<file path="src/sv/csvt_pkg.sv">
package csvt_pkg;

  localparam logic [7:0] CHAR_CR = 8'd13;
  localparam logic [7:0] CHAR_LF = 8'd10;

  localparam logic [7:0] SEP_RESET = 8'd44;
  localparam logic [7:0] QUOTE_RESET = 8'd34;
  localparam logic [7:0] ESC_RESET = 8'd92;

  localparam logic [1:0] REG_SEP = 2'd0;
  localparam logic [1:0] REG_QUOTE = 2'd1;
  localparam logic [1:0] REG_ESC = 2'd2;

  localparam int QDEPTH = 4;
  localparam int QAW = $clog2(QDEPTH);
  localparam int QCW = $clog2(QDEPTH + 1);

  typedef enum logic [1:0] {
    KIND_CONTENT = 2'd0,
    KIND_FIELD   = 2'd1,
    KIND_RECORD  = 2'd2
  } kind_t;

  typedef struct packed {
    kind_t      kind;
    logic [7:0] data;
    logic       last;
  } tok_t;

  typedef struct packed {
    logic [1:0] cnt;
    tok_t       t0;
    tok_t       t1;
  } tok_pair_t;

endpackage

</file>
<file path="src/sv/csvt_core.sv">
module csvt_core
  import csvt_pkg::*;
(
  input  logic       clk,
  input  logic       rst_n,
  input  logic       cfg_we,
  input  logic [1:0] cfg_index,
  input  logic [7:0] cfg_data,
  input  logic       acc,
  input  logic [7:0] in_byte,
  input  logic       in_eos,
  output tok_pair_t  pair
);

  typedef struct packed {
    logic toggle;
    logic emit;
    tok_t tok;
  } tail_t;

  logic [7:0] sep_r, quote_r, esc_r;
  logic       iq_r, iq_nxt;
  logic [7:0] prev_r, prev_nxt;
  logic       pend_r, pend_nxt;
  logic [7:0] bbq_r, bbq_nxt;

  function automatic tail_t tail_eval(input logic [7:0] c, input logic [7:0] last,
                                      input logic [7:0] q, input logic [7:0] e);
    tail_t t;
    t = '0;
    t.tok.kind = KIND_CONTENT;
    if (c == q && last != e) begin
      t.toggle = 1'b1;
    end else if (c == e && last != e) begin
      t.emit = 1'b0;
    end else if (c == CHAR_CR) begin
      t.emit = 1'b0;
    end else if (c == CHAR_LF) begin
      t.emit = 1'b1;
      t.tok.kind = KIND_RECORD;
    end else begin
      t.emit = 1'b1;
      t.tok.data = c;
    end
    return t;
  endfunction

  tail_t tq, tb;
  logic  iq1;
  logic  h_emit;
  tok_t  h_tok;
  logic  q_emit;
  tok_t  q_tok;

  always_comb begin
    tq = tail_eval(quote_r, bbq_r, quote_r, esc_r);
    iq1 = iq_r ^ (pend_r & tq.toggle);
    tb = tail_eval(in_byte, prev_r, quote_r, esc_r);
    iq_nxt = iq1;
    prev_nxt = in_byte;
    pend_nxt = 1'b0;
    bbq_nxt = bbq_r;
    h_emit = 1'b0;
    h_tok = '0;
    h_tok.kind = KIND_CONTENT;
    q_emit = pend_r & tq.emit;
    q_tok = tq.tok;
    if (pend_r && in_byte == quote_r) begin
      q_emit = 1'b0;
      h_emit = 1'b1;
      h_tok.data = quote_r;
      iq_nxt = iq_r;
      prev_nxt = quote_r;
    end else if (in_byte == sep_r && !iq1 && prev_r != esc_r) begin
      h_emit = 1'b1;
      h_tok.kind = KIND_FIELD;
    end else if (in_byte == quote_r && !in_eos) begin
      pend_nxt = 1'b1;
      bbq_nxt = prev_r;
    end else begin
      iq_nxt = iq1 ^ tb.toggle;
      h_emit = tb.emit;
      h_tok = tb.tok;
    end
    if (in_eos) begin
      iq_nxt = 1'b0;
      prev_nxt = '0;
      pend_nxt = 1'b0;
      bbq_nxt = '0;
    end

    pair = '0;
    pair.t0.kind = KIND_CONTENT;
    pair.t1.kind = KIND_CONTENT;
    if (q_emit) begin
      pair.t0 = q_tok;
      if (h_emit) begin
        pair.t1 = h_tok;
        pair.t1.last = 1'b1;
        pair.cnt = 2'd2;
      end else begin
        pair.t0.last = 1'b1;
        pair.cnt = 2'd1;
      end
    end else if (h_emit) begin
      pair.t0 = h_tok;
      pair.t0.last = 1'b1;
      pair.cnt = 2'd1;
    end
  end

  always_ff @(posedge clk) begin
    if (!rst_n) begin
      sep_r <= SEP_RESET;
      quote_r <= QUOTE_RESET;
      esc_r <= ESC_RESET;
      iq_r <= 1'b0;
      prev_r <= '0;
      pend_r <= 1'b0;
      bbq_r <= '0;
    end else begin
      if (cfg_we) begin
        case (cfg_index)
          REG_SEP:   sep_r <= cfg_data;
          REG_QUOTE: quote_r <= cfg_data;
          REG_ESC:   esc_r <= cfg_data;
          default:   ;
        endcase
      end
      if (acc) begin
        iq_r <= iq_nxt;
        prev_r <= prev_nxt;
        pend_r <= pend_nxt;
        bbq_r <= bbq_nxt;
      end
    end
  end

endmodule

</file>
<file path="src/sv/csvt_outq.sv">
module csvt_outq
  import csvt_pkg::*;
(
  input  logic      clk,
  input  logic      rst_n,
  input  logic      push,
  input  tok_pair_t pair,
  output logic      full2,
  output logic      out_valid,
  input  logic      out_stall,
  output tok_t      head
);

  tok_t           mem_r [QDEPTH];
  logic [QAW-1:0] wp_r, rp_r;
  logic [QCW-1:0] cnt_r, cnt_nxt;
  logic [1:0]     npush;
  logic           pop;

  assign out_valid = (cnt_r != '0);
  assign full2 = (cnt_r > QCW'(QDEPTH - 2));
  assign pop = out_valid && !out_stall;
  assign npush = push ? pair.cnt : 2'd0;
  assign head = mem_r[rp_r];
  assign cnt_nxt = cnt_r + QCW'(npush) - QCW'(pop);

  always_ff @(posedge clk) begin
    if (npush != 2'd0) begin
      mem_r[wp_r] <= pair.t0;
    end
    if (npush == 2'd2) begin
      mem_r[wp_r + QAW'(1)] <= pair.t1;
    end
  end

  always_ff @(posedge clk) begin
    if (!rst_n) begin
      wp_r <= '0;
      rp_r <= '0;
      cnt_r <= '0;
    end else begin
      wp_r <= wp_r + QAW'(npush);
      if (pop) begin
        rp_r <= rp_r + QAW'(1);
      end
      cnt_r <= cnt_nxt;
    end
  end

endmodule

</file>
<file path="src/sv/csv_byte_tokenizer.sv">
// Results are written into a result queue and shown on the outputs from its head.
// Throughput: one byte per cycle while in_stall is low; results leave one per cycle,
// when out_stall is low, through a four-entry result queue, one result at a time.
// Input stalls while the queue holds more than two results.
// Reset (synchronous, rst_n low): clears tokenizer state and queue, and loads
// the default separator, quote and escape bytes.
module csv_byte_tokenizer
  import csvt_pkg::*;
(
  input  logic       clk,
  input  logic       rst_n,
  input  logic       cfg_we,
  input  logic [1:0] cfg_index,
  input  logic [7:0] cfg_data,
  input  logic       in_valid,
  output logic       in_stall,
  input  logic [7:0] in_byte,
  input  logic       in_end_of_stream,
  output logic       out_valid,
  input  logic       out_stall,
  output logic [1:0] out_token_kind,
  output logic [7:0] out_content_byte,
  output logic       out_last_of_run
);

  tok_pair_t pair;
  tok_t      head;
  logic      acc;
  logic      full2;

  assign in_stall = full2;
  assign acc = in_valid && !full2;

  csvt_core u_core (
    .clk       (clk),
    .rst_n     (rst_n),
    .cfg_we    (cfg_we),
    .cfg_index (cfg_index),
    .cfg_data  (cfg_data),
    .acc       (acc),
    .in_byte   (in_byte),
    .in_eos    (in_end_of_stream),
    .pair      (pair)
  );

  csvt_outq u_outq (
    .clk       (clk),
    .rst_n     (rst_n),
    .push      (acc),
    .pair      (pair),
    .full2     (full2),
    .out_valid (out_valid),
    .out_stall (out_stall),
    .head      (head)
  );

  assign out_token_kind = head.kind;
  assign out_content_byte = head.data;
  assign out_last_of_run = head.last;

endmodule
</file>
<file path="config.mk">
export PLATFORM = sky130hd
export DESIGN_NAME = csv_byte_tokenizer
export DESIGN_NICKNAME = d
export VERILOG_FILES = /design/src/sv/csvt_pkg.sv /design/src/sv/csvt_core.sv /design/src/sv/csvt_outq.sv /design/src/sv/csv_byte_tokenizer.sv
export SDC_FILE = /design/constraint.sdc
export NUM_CORES = 1
export LEC_CHECK = 0
export BUFFER_PORTS_ARGS = -buffer_cell sky130_fd_sc_hd__buf_2
export CORE_UTILIZATION = 50
export DETAILED_ROUTE_END_ITERATION = 7
export PLACE_DENSITY = 0.64
export REMOVE_ABC_BUFFERS = 1
export SKIP_CTS_REPAIR_TIMING = 1
export SLEW_MARGIN = 0
export SYNTH_ARGS = -nofsm -noshare
export SYNTH_HDL_FRONTEND = slang
export SYNTH_SLANG_ARGS = --single-unit
</file>
<file path="constraint.sdc">
create_clock -name clk -period 4.1 [get_ports clk]
set_input_delay 0.41 -clock clk [delete_from_list [all_inputs] [get_ports clk]]
set_output_delay 0.41 -clock clk [all_outputs]
set_load 0.05 [all_outputs]
</file>
=== Yosys cells after proc, flatten, opt, wreduce, memory -nomap -nowiden ===
Memory sizes are Yosys's and may differ from the RTL's. A register that Yosys moved wholly into a read port is not among the register bits.
Index checks and enable logic that the tools add are counted.

* Memories kept: 1
* Register bits: 49
* Bits in writable memories: 44
* Input bits: 24

* Mux-type cells: 52
* Bitwise logic cells: 4
* Reduce and logical (&&, ||, !) cells: 22
* Magnitude comparators: 1
* Add/subtract/negate cells: 5
* Equal/unequal tests: 15

{| class="wikitable"
|+ Memories
! name !! words !! bits a word !! rd ports !! clocked after Yosys merged registers in !! wr ports !! RTL line !! RTL
|-
| u_outq.mem_r || 4 || 11 || 1 || 1 || 2 || csvt_outq.sv:14 || <nowiki>tok_t mem_r [QDEPTH];</nowiki>
|}

{| class="wikitable"
|+ Operators by type and width
! cell !! number
|-
| 8-bit 2-to-1 mux || 9
|-
| 11-bit 2-to-1 mux || 5
|-
| 10-bit 2-to-1 mux || 4
|-
| 8-bit by 4-bit equality test with 1-bit output (second input constant) || 4
|-
| 8-bit equality test || 4
|-
| 1-bit 2-to-1 mux || 23
|-
| 2-bit 2-to-1 mux || 8
|-
| 8-bit inequality test || 2
|-
| 13-bit 2-to-1 mux || 1
|-
| 12-bit 2-to-1 mux || 1
|-
| 1-bit logical AND || 9
|-
| 9-bit 2-to-1 mux || 1
|-
| 2-bit AND reduction || 4
|-
| 2-bit by 1-bit adder with 2-bit output (second input constant) || 2
|-
| 2-bit equality test (second input constant) || 2
|-
| 1-bit zero test || 4
|-
| 2-bit inequality test (second input constant) || 2
|-
| 4-bit AND reduction || 1
|-
| 2-bit nonzero test || 2
|-
| 3-bit by 2-bit adder with 3-bit output || 1
|-
| 3-bit by 2-bit > comparator with 1-bit output (second input constant) || 1
|-
| 3-bit nonzero test || 1
|-
| 3-bit by 1-bit subtractor with 3-bit output || 1
|-
| 2-bit adder || 1
|-
| other kinds (4) || 6
|}

=== Logic depth before layout (Yosys ltp) ===
* Depth after elaboration: 15
* Mapped depth: 16
* Gate-level depth less buffers: 14

=== Cells and area by module ===
Synthesis repeated with hierarchy kept, for this count alone.

* Cells, all modules: 461
* Area total of the unflattened synthesis: 5345.1 µm²

{| class="wikitable"
|+ By module, submodules not included
! module !! instances !! area each (µm²) !! cells each !! sequential area each (µm²)
|-
| csvt_outq || 1 || 2680.1 || 164 || 1501.4
|-
| csvt_core || 1 || 2651.3 || 296 || 840.8
|-
| csv_byte_tokenizer || 1 || 13.8 || 1 || 0.0
|}

=== Worst setup path before layout ===
Ideal clock, no wire load.

* Path type: in2reg
* From: input port in_byte[0]
* To: register u_outq.cnt_r[2]
* Data required time: 3985 ps
* Arrival: 3448 ps
* Cell stages on the path: 15
* Slack: 537 ps
* Buffers on the path: 2
* Library setup time: 115 ps
* Path through: clkbuf_1 -> xnor2_1 -> nand4_1 -> a211oi_4 -> a211o_2 -> nand3_1 -> ha_1 -> and3_1 -> buf_2 -> inv_1 -> ha_1 -> fa_1 -> xor2_1 -> xnor2_1 -> and2_1

* Longest elaborated chain between the ends: 12
* Elaborated cells on any way between the ends: 23
* Those cells by class: add/sub: 2; eq/ne: 4; mux: 11; reduce/logical: 6

{| class="wikitable"
|+ RTL lines
! item !! RTL line !! RTL
|-
| start: declaration || csv_byte_tokenizer.sv:17 || <nowiki>input logic [7:0] in_byte,</nowiki>
|-
| 8-bit by 4-bit equality test with 1-bit output / 8-bit equality test (equally long branches) || csvt_core.sv:36, csvt_core.sv:34 ||
|-
| 1-bit 2-to-1 mux / 1-bit logical AND (equally long branches) || csvt_core.sv:36, csvt_core.sv:34 ||
|-
| 1-bit 2-to-1 mux || csvt_core.sv:34 || <nowiki>end else if (c == e && last != e) begin</nowiki>
|-
| 11-bit 2-to-1 mux || csvt_core.sv:32 || <nowiki>if (c == q && last != e) begin</nowiki>
|-
| 1-bit 2-to-1 mux || csvt_core.sv:77 || <nowiki>end else if (in_byte == quote_r && !in_eos) begin</nowiki>
|-
| 1-bit 2-to-1 mux || csvt_core.sv:74 || <nowiki>end else if (in_byte == sep_r && !iq1 && prev_r != esc_r) begin</nowiki>
|-
| 1-bit 2-to-1 mux || csvt_core.sv:68 || <nowiki>if (pend_r && in_byte == quote_r) begin</nowiki>
|-
| 12-bit 2-to-1 mux / 2-bit 2-to-1 mux (equally long branches) || csvt_core.sv:105, csvt_core.sv:97 ||
|-
| 13-bit 2-to-1 mux * || csvt_core.sv:95 || <nowiki>if (q_emit) begin</nowiki>
|-
| 2-bit 2-to-1 mux * || csvt_outq.sv:23 || <nowiki>assign npush = push ? pair.cnt : 2'd0;</nowiki>
|-
| 3-bit by 2-bit adder with 3-bit output * || csvt_outq.sv:25 || <nowiki>assign cnt_nxt = cnt_r + QCW'(npush) - QCW'(pop);</nowiki>
|-
| 3-bit by 1-bit subtractor with 3-bit output * || csvt_outq.sv:25 ||
|-
| end signal: assignment || csvt_outq.sv:46 || <nowiki>cnt_r <= cnt_nxt;</nowiki>
|-
| end: declaration || csvt_outq.sv:16 || <nowiki>logic [QCW-1:0] cnt_r, cnt_nxt;</nowiki>
|}

Every way passes the cells marked *; elsewhere a longest branch is shown, timed or not.
A chain may end at the register's enable or synchronous reset.

=== Final worst setup path ===
* From: register u_core.esc_r[5]
* To: register u_outq.cnt_r[2]

* Longest elaborated chain between the ends: 14
* Elaborated cells on any way between the ends: 28
* Those cells by class: add/sub: 2; eq/ne: 4; mux: 13; bitwise: 3; reduce/logical: 6

{| class="wikitable"
|+ RTL lines
! item !! RTL line !! RTL
|-
| start: declaration || csvt_core.sv:21 || <nowiki>logic [7:0] sep_r, quote_r, esc_r;</nowiki>
|-
| start signal: assignment || csvt_core.sv:126 || <nowiki>REG_ESC: esc_r <= cfg_data;</nowiki>
|-
| 8-bit inequality test || csvt_core.sv:32, csvt_core.sv:34 ||
|-
| 1-bit 2-to-1 mux || csvt_core.sv:32 ||
|-
| 1-bit bitwise AND || csvt_core.sv:57 || <nowiki>iq1 = iq_r ^ (pend_r & tq.toggle);</nowiki>
|-
| 1-bit bitwise XOR || csvt_core.sv:57 ||
|-
| 1-bit zero test || csvt_core.sv:74 ||
|-
| 1-bit logical AND (2 in series) || csvt_core.sv:74 ||
|-
| 1-bit 2-to-1 mux || csvt_core.sv:74 ||
|-
| 1-bit 2-to-1 mux || csvt_core.sv:68 ||
|-
| 12-bit 2-to-1 mux / 2-bit 2-to-1 mux (equally long branches) || csvt_core.sv:105, csvt_core.sv:97 ||
|-
| 13-bit 2-to-1 mux * || csvt_core.sv:95 ||
|-
| 2-bit 2-to-1 mux * || csvt_outq.sv:23 ||
|-
| 3-bit by 2-bit adder with 3-bit output * || csvt_outq.sv:25 ||
|-
| 3-bit by 1-bit subtractor with 3-bit output * || csvt_outq.sv:25 ||
|}

Marks and branches as above.

==> results.md <==
* Synth top area share at 24.4%
* Clk Latency, worst-skew pair at 360 ps
* Main synth FF type: dfxtp_1
* Yosys top cell by area: edfxtp_1
* Post-Synth Adder-Cell Area at under 10%
* Average wire per standard cell at 19.2 um
* Reg2reg path depth at 13
* CTS root buffer: clkbuf_8
* DR pass1 iterations at 5
* Max_cap viols at 0
* Crit path DAT at between 4000 and 5000 ps
* Die Area at 0.0113 mm^2
* Share of layout cells above drive strength 1 at between 10% and 20%
* Vias post-DR at 3973
* Async S/R FF share, synth at 0%
* Synth Area per Inst at 10.7 um^2
* Worst-Margin Slew at 1090 ps
* Clock Skew at 6.41 ps
* Sw Ratio at 35.2%
* Register share of total power at 48.7%
* Die width at 106 um
* Register area at 0.00234 mm^2
* Final Hold Viols at 0
* RSZ-0062 raised after global routing: no
* Hold depth at 3
* Distinct cells, synth at 58
* First-pass GRT wire length at around 21000 um
* Combinational family with the most area after synthesis: simple AND/OR/NAND/NOR gates
* DRT iter0 DRCs at 182
* Port bufs at 36
* Top-level port count at 37
* Largest cells by area after synthesis: edfxtp_1 24%, dfxtp_1 19%, mux2i_1 5.9%
* Cells after Synth at 507
* Vias in the first global route at approximately 4000
* Synth top cells by count: 51 x dfxtp_1, 44 x edfxtp_1, 34 x xor2_1, 32 x mux2i_1
* Largest net degree at the start of global routing at 45
* Combinational Power Share at 29.2%
* CP max FO at 7
* Yosys warns at 0
* Final Util at 56.0%
* Clock buffer count from CTS at 9
* GRT overflow at 0
* Final setup fails at 0
* DRT antenna net count at 0
* Mux contribution to synthesized area at between 10% and 20%
* Routability cong. at 0.909
* Pins over their slew limit at 0
* Post-synth EDFFs at 44
* Internal at 1.56 mW
* Synth Area in XOR/XNOR at 8.42%
* PwrDens at between 400 and 500 mW/mm^2
* Clk network pwr share at 22.1%
* Clk pin slew, worst setup/hold paths at around 90 ps
* Sw power at 0.849 mW
* Area of the multi-input gates at 0.00289 mm^2
* Nets@finish at 555
* Synthesized area at 0.00543 mm^2
* Startpoint types: flip-flop
* Initial antenna violation count at 0
* Final Cycle Share at 92.5%
* Min-Delay Path Class: input pin to flip-flop
* Post-synthesis sequential area ratio at 43.2%
* FMAX at 264 MHz
* Detailed Route WL at 12800 um
* Htree depth at 3
* Kind of critical path: flip-flop to flip-flop
* Fillers at 912
* Initial core utilization at 52.1%
* Final worst path period need at 3790 ps
* Endpoint class of the critical path: flip-flop
* HPWL after DPL at between 9000 and 10000 um
* Synth Area in Compound Gates at between 10 and 15%
* Residual DRC count at 0
* GRT Overall Usage at approximately a quarter
* Area Overhead vs Synth at 7.54%
* Die Span Y at 106 um
* Synth Register Bits at 95
* Worst VDD drop at 0.223 mV
* Pleak at 2.21 nW
* Worst rel slew slack at 27.0%
* Required time worst endpoint at roughly 4400 ps
* CTS tree: done
* Via density at approximately 6
* Num rows at 37
* Most numerous cell in the Yosys netlist: dfxtp_1
* Core area at ~0.010 mm^2
* Max clock buf depth at 2
* Outcome: completed
* Total Power at 2.41 mW
* Sink Count at 95
* Antenna diodes at 0
* Simple-gate share of the synthesized area at 20.1%
## sequential cells by signal, summed over array words and instances (netlist names), named ones only
signal	flops
u_outq.mem_r	44
u_outq.cnt_r	3
u_core.sep_r	8
u_core.bbq_r	8
u_core.esc_r	8
u_core.quote_r	8
u_outq.rp_r	2
u_core.iq_r	1
u_core.prev_r	8
u_outq.wp_r	2
u_core.pend_r	1
## worst max-delay path, stage by stage (launching register included)
cell	delay [ps]
dfxtp_1	490
xor2_1	150
nor4_4	420
nand3_1	170
a211o_2	450
nand3_1	120
ha_1	240
and3_1	310
inv_1	140
ha_1	320
fa_1	440
xor2_1	160
xnor2_1	120
and2_1	150
## cells in the final DEF (no fill, tap or decap), types with 12 or more instances in the layout
master	n
buf_2	36
a21oi_1	12
nand2_1	27
and3_1	21
xnor2_1	15
edfxtp_1	44
mux2i_1	32
nand3_1	23
dfxtp_1	51
a21o_1	14
nor2b_1	27
o31ai_1	16
xor2_1	34
nor2_1	22
## metrics by stage
step                area, um^2  worst slack [ps]  hold slack, ps  setup TNS (ps)  cells
finish                    5830               309             296               0    666
global route              5830               129             314               0    666
CTS                       5820               177             294               0    666
detailed placement        5660               173             485               0    650
global placement          5660               349             482               0    650
floorplan                 5250             -39.2             461            -151    470
## layer usage
layer	up-vias	part of all wire, %	GRT usage [%]
met3	19	4.8	2.82
met2	136	50	42.3
met1	1930	43	31.1
li1	1888	-	-
met4	0	2.1	10.9
met5	-	0	0
## power by group through the flow
stage | logic, mW | clock network (mW) | registers, mW
global route | 0.763 | 0.576 | 1.19
finish | 0.704 | 0.532 | 1.17
global placement | 0.704 | 0 | 1.19
CTS | 0.714 | 0.539 | 1.18
floorplan | 0.552 | 0 | 1.17
detailed placement | 0.712 | 0 | 1.20
## layout make-up
class | count | area share [%]
clock buffer | 12 | 2.32
inverter | 10 | 0.643
timing repair buffer | 44 | 4.12
tap | 136 | 2.92
sequential | 95 | 40.1
clock inverter | 4 | 0.386
multi-input combinational | 365 | 49.5
## path summary, 6_finish.rpt
check	startpoint	endpoint	slack (ps)
max	u_core.esc_r[5]	u_outq.cnt_r[2]	310
min	cfg_data[5]	u_core.sep_r[5]	300
max reg2reg	u_core.esc_r[5]	u_outq.cnt_r[2]	310
min reg2reg	u_core.sep_r[3]	u_core.sep_r[3]	500
## logic make-up (layout without fill, tap and decap cells)
group	Yosys count	in the layout
XOR/XNOR	50	50
flip-flops	95	95
AO/OA/AOI/OAI	85	85
adder cells (fa/ha/maj)	6	6
multiplexers	44	44
buffers and inverters	47	70
AND/OR/NAND/NOR	180	180
(Power assumes the default switching activity.)
